<file path="src/rtl/pol_pkg.sv">
// Shared types and codes for the positional ordered list block.
// Holds command and status codes, the cell control struct and the controller states.
// No dependencies.
package pol_pkg;

  localparam int DEFAULT_DEPTH      = 32;
  localparam int DEFAULT_DATA_WIDTH = 32;
  localparam int IDX_W              = 8;

  localparam logic [2:0] CMD_INS_FRONT = 3'd0;
  localparam logic [2:0] CMD_INS_BACK  = 3'd1;
  localparam logic [2:0] CMD_INS_AT    = 3'd2;
  localparam logic [2:0] CMD_DEL_FRONT = 3'd3;
  localparam logic [2:0] CMD_DEL_BACK  = 3'd4;
  localparam logic [2:0] CMD_DEL_AT    = 3'd5;
  localparam logic [2:0] CMD_DUMP      = 3'd6;

  localparam logic [1:0] STS_OK       = 2'd0;
  localparam logic [1:0] STS_EMPTY    = 2'd1;
  localparam logic [1:0] STS_NOTFOUND = 2'd2;
  localparam logic [1:0] STS_FULL     = 2'd3;

  typedef enum logic [1:0] {
    OP_HOLD,
    OP_INS,
    OP_DEL,
    OP_ROT
  } pol_op_t;

  typedef struct packed {
    pol_op_t            op;
    logic [IDX_W-1:0]   k;
    logic [IDX_W-1:0]   last;
  } pol_ctl_t;

  typedef enum logic [1:0] {
    ST_IDLE,
    ST_EXEC,
    ST_DUMP
  } pol_state_t;

endpackage

</file>
<file path="src/rtl/positional_ordered_list.sv">
// Top level of the positional ordered list: controller plus a row of pol_cell.
// Uses pol_pkg for codes, cell control and states.
//
// Usage: an item (in_cmd, in_value, in_position) is taken when start is high
// and busy is low. Edits (inserts and deletes at front, back or a 1-based
// position) give one result; a dump gives one result per stored element from
// front to back, or a single empty result when the list holds nothing.
// Each result is shown for one cycle with out_valid high; out_last marks the
// final result of an item and out_length gives the element count after it.
// Timing: an edit is taken, then executed, and its result appears in the
// cycle after execution; busy drops as the result is shown, so the next
// item can be taken then. A dump holds busy until its last element is shown
// and streams one element a cycle, set by the rotation of
// the cell chain, which brings each element to the head cell in turn.
// Reset clears the controller and the count; the list is then empty.
// The receiver cannot stall; results are never held back.
module positional_ordered_list #(
  parameter int DEPTH      = pol_pkg::DEFAULT_DEPTH,
  parameter int DATA_WIDTH = pol_pkg::DEFAULT_DATA_WIDTH
) (
  input  logic        clk,
  input  logic        rst_n,
  input  logic        start,
  output logic        busy,
  input  logic [2:0]  in_cmd,
  input  logic signed [31:0] in_value,
  input  logic [5:0]  in_position,
  output logic        out_valid,
  output logic [1:0]  out_status,
  output logic signed [31:0] out_element,
  output logic        out_last,
  output logic [5:0]  out_length
);
  import pol_pkg::*;

  localparam int CW   = $clog2(DEPTH + 1);
  localparam int CMPW = ((CW > 6) ? CW : 6) + 1;

  pol_state_t state_r, state_nxt;
  logic [2:0]            cmd_r;
  logic [DATA_WIDTH-1:0] value_r;
  logic [5:0]            pos_r;
  logic [CW-1:0]         count_r, count_nxt;
  logic [CW-1:0]         dcnt_r, dcnt_nxt;

  logic        out_valid_r, out_valid_nxt;
  logic [1:0]  out_status_r, out_status_nxt;
  logic [31:0] out_element_r, out_element_nxt;
  logic        out_last_r, out_last_nxt;
  logic [5:0]  out_length_r;

  pol_ctl_t              ctl;
  logic [DATA_WIDTH-1:0] cell_data [DEPTH];
  logic [DATA_WIDTH+31:0] value_ext;
  logic [DATA_WIDTH+31:0] head_ext;
  logic [CMPW-1:0]       pos_x, n_x, k_x;
  logic                  accept, full, empty;

  assign accept    = start && (state_r == ST_IDLE);
  assign busy      = (state_r != ST_IDLE);
  assign value_ext = {{DATA_WIDTH{in_value[31]}}, in_value};
  assign head_ext  = {32'b0, cell_data[0]};
  assign pos_x     = CMPW'(pos_r);
  assign n_x       = CMPW'(count_r);
  assign full      = (count_r == CW'(DEPTH));
  assign empty     = (count_r == '0);

  always_comb begin
    state_nxt       = state_r;
    count_nxt       = count_r;
    dcnt_nxt        = dcnt_r;
    k_x             = '0;
    ctl.op          = OP_HOLD;
    ctl.k           = '0;
    ctl.last        = IDX_W'(n_x - CMPW'(1));
    out_valid_nxt   = 1'b0;
    out_status_nxt  = STS_OK;
    out_element_nxt = '0;
    out_last_nxt    = 1'b1;
    case (state_r)
      ST_IDLE: begin
        if (accept) begin
          state_nxt = ST_EXEC;
        end
      end
      ST_EXEC: begin
        state_nxt     = ST_IDLE;
        out_valid_nxt = 1'b1;
        case (cmd_r)
          CMD_INS_FRONT, CMD_INS_BACK: begin
            if (full) begin
              out_status_nxt = STS_FULL;
            end else begin
              k_x       = (cmd_r == CMD_INS_FRONT) ? '0 : n_x;
              ctl.op    = OP_INS;
              count_nxt = count_r + CW'(1);
            end
          end
          CMD_INS_AT: begin
            if (pos_x == '0 || pos_x > n_x + CMPW'(1)) begin
              out_status_nxt = STS_NOTFOUND;
            end else if (full) begin
              out_status_nxt = STS_FULL;
            end else begin
              k_x       = pos_x - CMPW'(1);
              ctl.op    = OP_INS;
              count_nxt = count_r + CW'(1);
            end
          end
          CMD_DEL_FRONT, CMD_DEL_BACK: begin
            if (empty) begin
              out_status_nxt = STS_EMPTY;
            end else begin
              k_x       = (cmd_r == CMD_DEL_FRONT) ? '0 : n_x - CMPW'(1);
              ctl.op    = OP_DEL;
              count_nxt = count_r - CW'(1);
            end
          end
          CMD_DEL_AT: begin
            if (empty) begin
              out_status_nxt = STS_EMPTY;
            end else if (pos_x == '0 || pos_x > n_x) begin
              out_status_nxt = STS_NOTFOUND;
            end else begin
              k_x       = pos_x - CMPW'(1);
              ctl.op    = OP_DEL;
              count_nxt = count_r - CW'(1);
            end
          end
          CMD_DUMP: begin
            if (empty) begin
              out_status_nxt = STS_EMPTY;
            end else begin
              out_valid_nxt = 1'b0;
              dcnt_nxt      = '0;
              state_nxt     = ST_DUMP;
            end
          end
          default: out_status_nxt = STS_OK;
        endcase
        ctl.k = IDX_W'(k_x);
      end
      ST_DUMP: begin
        out_valid_nxt   = 1'b1;
        out_element_nxt = head_ext[31:0];
        out_last_nxt    = (dcnt_r == count_r - CW'(1));
        ctl.op          = OP_ROT;
        dcnt_nxt        = dcnt_r + CW'(1);
        if (out_last_nxt) begin
          state_nxt = ST_IDLE;
        end
      end
      default: state_nxt = ST_IDLE;
    endcase
  end

  always_ff @(posedge clk) begin
    if (!rst_n) begin
      state_r     <= ST_IDLE;
      count_r     <= '0;
      dcnt_r      <= '0;
      out_valid_r <= 1'b0;
    end else begin
      state_r     <= state_nxt;
      count_r     <= count_nxt;
      dcnt_r      <= dcnt_nxt;
      out_valid_r <= out_valid_nxt;
    end
  end

  always_ff @(posedge clk) begin
    if (accept) begin
      cmd_r   <= in_cmd;
      value_r <= value_ext[DATA_WIDTH-1:0];
      pos_r   <= in_position;
    end
    out_status_r  <= out_status_nxt;
    out_element_r <= out_element_nxt;
    out_last_r    <= out_last_nxt;
    out_length_r  <= 6'(count_nxt);
  end

  for (genvar i = 0; i < DEPTH; i++) begin : g_cell
    logic [DATA_WIDTH-1:0] left_w;
    logic [DATA_WIDTH-1:0] right_w;
    if (i == 0) begin : g_first
      assign left_w = '0;
    end else begin : g_mid_l
      assign left_w = cell_data[i-1];
    end
    if (i == DEPTH - 1) begin : g_tail
      assign right_w = '0;
    end else begin : g_mid_r
      assign right_w = cell_data[i+1];
    end
    pol_cell #(
      .DATA_WIDTH(DATA_WIDTH),
      .IDX       (i)
    ) u_cell (
      .clk    (clk),
      .ctl    (ctl),
      .value_i(value_r),
      .left_i (left_w),
      .right_i(right_w),
      .head_i (cell_data[0]),
      .data_o (cell_data[i])
    );
  end

  assign out_valid   = out_valid_r;
  assign out_status  = out_status_r;
  assign out_element = out_element_r;
  assign out_last    = out_last_r;
  assign out_length  = out_length_r;

endmodule

</file>
<file path="src/rtl/pol_cell.sv">
// One storage cell of the list chain (uses pol_pkg): holds one element.
// Shifts neighbors on insert, delete, rotate; loads value_i or head_i too.
module pol_cell #(
  parameter int DATA_WIDTH = pol_pkg::DEFAULT_DATA_WIDTH,
  parameter int IDX        = 0
) (
  input  logic                  clk,
  input  pol_pkg::pol_ctl_t     ctl,
  input  logic [DATA_WIDTH-1:0] value_i,
  input  logic [DATA_WIDTH-1:0] left_i,
  input  logic [DATA_WIDTH-1:0] right_i,
  input  logic [DATA_WIDTH-1:0] head_i,
  output logic [DATA_WIDTH-1:0] data_o
);
  import pol_pkg::*;

  localparam logic [IDX_W-1:0] MY_IDX = IDX_W'(IDX);

  logic [DATA_WIDTH-1:0] data_r;
  logic [DATA_WIDTH-1:0] data_nxt;

  always_comb begin
    data_nxt = data_r;
    case (ctl.op)
      OP_INS: begin
        if (MY_IDX == ctl.k) begin
          data_nxt = value_i;
        end else if (MY_IDX > ctl.k) begin
          data_nxt = left_i;
        end
      end
      OP_DEL: begin
        if (MY_IDX >= ctl.k) begin
          data_nxt = right_i;
        end
      end
      OP_ROT: begin
        if (MY_IDX == ctl.last) begin
          data_nxt = head_i;
        end else if (MY_IDX < ctl.last) begin
          data_nxt = right_i;
        end
      end
      default: data_nxt = data_r;
    endcase
  end

  always_ff @(posedge clk) begin
    data_r <= data_nxt;
  end

  assign data_o = data_r;

endmodule

</file>
<file path="config.mk">
export PLATFORM = sky130hd
export DESIGN_NAME = positional_ordered_list
export DESIGN_NICKNAME = d
export VERILOG_FILES = /design/src/rtl/pol_pkg.sv /design/src/rtl/positional_ordered_list.sv /design/src/rtl/pol_cell.sv
export SDC_FILE = /design/constraint.sdc
export NUM_CORES = 2
export LEC_CHECK = 0
export BUFFER_PORTS_ARGS = -buffer_cell sky130_fd_sc_hd__buf_2
export CORE_UTILIZATION = 25
export CTS_CLUSTER_DIAMETER = 120
export DETAILED_ROUTE_END_ITERATION = 8
export SYNTH_ARGS = -nofsm -noshare
export SYNTH_HDL_FRONTEND = slang
export SYNTH_HIERARCHICAL = 1
export SYNTH_SLANG_ARGS = --single-unit
</file>
<file path="constraint.sdc">
create_clock -name clk -period 17.5 [get_ports clk]
set_clock_uncertainty 0.2 [all_clocks]
set_input_delay 0.875 -clock clk [delete_from_list [all_inputs] [get_ports clk]]
set_output_delay 0.875 -clock clk [all_outputs]
set_load 0.01 [all_outputs]
</file>
==> impl_metrics.toml <==
[die]
rows = 195
core_box_area_um2 = 283000
die_x_um = 536
io_pins = 87
die-area_um2 = 287000
effective_utilization_at_floorplan = 0.252
floorplan.die.height_um = 536

[cts]
clock-sinks = 1121
ctsResizeCount = 0
cts_hold_repair.buffers = 0
cts_max_path_buffers = 3
tritoncts = "yes"
cts-buffers-inserted = 130
htreeDepth = 4
cts.repair_timing.setup_buffer_count = 0
clkTransAtPathRegs_ps = 70
clock_latency_late_sink_ps = 780
clk_root_buffer_cell = "clkbuf_16"

[critical_path]
timing.critical_path.fanout_max = 67
cp-startpoint = "count_r[0]"
timing.critical_path.from_type = "register"
timing.rr.start = "count_r[0]"
worst_r2r_path_depth = 12
critical_path.cell_chain = "inv_2 > ha_1 > nor3b_2 > nand3_1 > nand3_1 > a21oi_2 > o21a_4 > buf_4 > buf_4 > buf_4 > buf_4 > o221ai_1"
path_common_cell = "buf_4"
setup.worst_path.end_class = "register"
r2r_end = "g_cell[1].u_cell/data_o[14]"
crit_required_ps = 17770
worstSetupPathType = "reg2reg"
timing.critical_path.slowest_cell_delay_ps = 890
reg2reg_setup_slack_ps = 10240
critical-path-slowest-cell = "buf_4"
worst-endpoint-arrival_ps = 7530

[yosys]
synth_sequential_area_ratio = 0.465
syn_area_um2 = 71200
postSynthRegisterBits = 1121
synth-compound-area-share = 0.0656
synth_adder_area_share = 0.00383
synthMuxAreaShare = 0.365
ys_top_cells_by_area = "edfxtp_1 45%, mux2i_1 36%, dfxtp_1 1.6%"
synth-simple-area-share = 0.0541
synth_top_area_share = 0.449
avgSynthCellArea_um2 = 13.2
post-synth-top-area-cell = "edfxtp_1"
post_synth_cell_types = 112
post_synth_edffs = 1065
synth_top_family_by_area = "multiplexers"
postSynth.topFlopCell = "edfxtp_1"
ys_async_sr_fraction = 0
ys.warnings.count = 6
synth-xor-area-share = 0.00277
synth_cells = 5384

[global_route]
antenna_found_initial = 4
global_route_wire_length_before_repair_mm = 308
globalRouteTotalUtil = 0.136
vias_in_the_first_global_route = 47500
grt_max_degree = 139
grt_overflow = 0

[run]
cap_viol_max_count = 0

[outcome]
status = "complete, no violations"

[pwr]
power_mw = 5.80
switching_power_mw = 1.31
power.ir.vdd_worst_mv = 0.0826
p_seq_frac = 0.505
internal_power_mw = 4.48
power_frac_comb = 0.036
share_clk_of_total_power = 0.459
switching_part_of_the_total = 0.227
power.static_leakage_nw = 31.4
powerDensity_nw_per_um2 = 72.7

[sta]
tightestPinTransition_ps = 1310
rsz0062_at_grt = "no"
finalCritPeriodShare = 0.415
setup_slack_ps = 10240
finalCriticalPeriod_ps = 7260
maxSlewViolCount = 0
setup_violations = 0
final_hold_vio_count = 0
worst_slew_margin_rel = 0.127
fmax_ghz = 0.138
fin_setup_tns_ps = 0

[placement]
post-dp-hpwl_mm = 128
preCtsSetupSlack_ps = 10290
placed_cells = 9098
gp_congestion = 0.791
port_buffers = 86

[hold_path]
class_of_the_tightest_hold_or_removal_check = "in2reg"
min_path_cells = 1
worst_hold_startpoint = "in_value[12]"
worstHoldEndpoint = "value_r[12]"

[routing]
drc = 0
avgRoutedWirePerCell_um = 21.5
detailroute.wirelength.met2_mm = 90.7
wl_met1_mm = 95.5
highest_signal_layer_in_the_routed_design = "met5"
first_pass_iters = 6
routed_vias_inst = 4.99
met3_wirelength_mm = 9.83
dr.first_iter.drc_count = 3807
via_count = 46600
postRouteWirelength_mm = 201
ant_nets = 0

[layout]
post_route_cells_drive_above_1_share = 0.125
final_cells = 9335
layout.nets = 5552
syn_to_final_growth_pct = 12.0
[area by class of cell]
cell class                 count  area [um2]
clock buffer                 180        3660
tap                         3743        4680
multi-input combinational   3879       35900
sequential                  1121       33100
clock inverter                52         390
timing repair buffer         256        1730
inverter                      99         372
antenna                        5        12.5
fill                       28700      203000
[synth_stat cells (30+ instances only)]
library cell / number
o21ai_1: 123
a221o_1: 32
clkbuf_1: 143
nand4_1: 50
dfxtp_1: 56
a21oi_1: 64
a22oi_2: 55
edfxtp_1: 1065
o221ai_1: 35
a22oi_1: 79
o21ai_0: 44
inv_1: 94
buf_2: 76
nor2_1: 54
and2_1: 36
nand2_1: 129
o31ai_1: 38
mux2i_1: 2595
nand3_1: 38
o221ai_2: 30
buf_6: 97
[through the flow]
step	hold WS [ps]	util	cell area, um2
after floorplan	255	-	71600
after global placement	271	0.268	75700
after detailed placement	282	0.268	75700
after CTS	8.32	0.282	79800
after global routing	24.5	0.282	79800
final	72.9	0.282	79800
[sequential cells by signal, indices dropped and copies added (netlist names)]
name,count
cmd_r,3
count_r,6
dcnt_r,6
g_cell.u_cell/data_o,1024
out_element,32
out_last,1
out_length,6
out_status,2
out_valid,1
pos_r,6
state_r,2
value_r,32
[layout by cell type, fill, tap and decap left out, types with 12 or more instances in the layout]
| cell type | Yosys | final |
|---|---|---|
| a21oi_1 | 64 | 63 |
| a221o_1 | 32 | 32 |
| a22oi_1 | 79 | 79 |
| a22oi_2 | 55 | 55 |
| and2_1 | 36 | 35 |
| and3_1 | 15 | 14 |
| buf_2 | 76 | 86 |
| buf_4 | 26 | 168 |
| clkbuf_1 | 143 | 35 |
| clkbuf_16 | 0 | 136 |
| clkinv_1 | 2 | 24 |
| clkinv_2 | 0 | 12 |
| conb_1 | 1 | 100 |
| dfxtp_1 | 56 | 56 |
| edfxtp_1 | 1065 | 1065 |
| ha_1 | 21 | 20 |
| inv_1 | 94 | 90 |
| mux2i_1 | 2595 | 2594 |
| nand2_1 | 129 | 126 |
| nand3_1 | 38 | 34 |
| nand4_1 | 50 | 50 |
| nand4_4 | 7 | 12 |
| nor2_1 | 54 | 51 |
| nor3_1 | 25 | 20 |
| nor3_2 | 11 | 16 |
| nor4_4 | 17 | 17 |
| o211ai_1 | 16 | 16 |
| o21ai_0 | 44 | 35 |
| o21ai_1 | 123 | 118 |
| o21ai_4 | 0 | 14 |
| o221ai_1 | 35 | 35 |
| o221ai_2 | 30 | 30 |
| o31ai_1 | 38 | 37 |
| xnor2_1 | 14 | 12 |
[layer usage]
layer | up-vias | GRT usage
li1 | 21300 | -
met1 | 23700 | 0.190
met2 | 1359 | 0.217
met3 | 275 | 0.0183
met4 | 2 | 0.0376
met5 | - | 0
[logic make-up after synthesis]
group,count (synthesis)
AOI/OAI and AO/OA,598
xor gates and xnor gates,21
DFF,1121
other,1
muxes,2595
and+or+nand+nor,543
adders and majority gates,22
buffers and inverters,483
[worst max-delay path by stage]
| stage | slack [ps] | end |
|---|---|---|
| floorplan | 7370 | g_cell[14].u_cell/data_o[0] |
| global placement | 10380 | g_cell[1].u_cell/data_o[22] |
| detailed placement | 10290 | g_cell[1].u_cell/data_o[14] |
| CTS | 10300 | g_cell[1].u_cell/data_o[14] |
| global route | 9830 | g_cell[1].u_cell/data_o[15] |
| finish | 10240 | g_cell[1].u_cell/data_o[14] |
[power groups by stage]
stage	clock network [mW]	logic, mW	registers, mW
2_1_floorplan	0	0.0990	3.01
3_3_place_gp	0	0.201	2.98
3_5_place_dp	0	0.205	2.98
4_1_cts	2.73	0.205	2.93
5_1_grt	2.82	0.223	2.93
6_report	2.66	0.209	2.93
[worst max-delay path: cells and delay by family (launching register included)]
family          cells  cell delay [ps]
fa+ha+maj           1              370
flops               1              690
compound gates      3             1290
simple gates        3              770
buf+inv             5             3440
No activity file was read; power rests on OpenSTA's default activity.
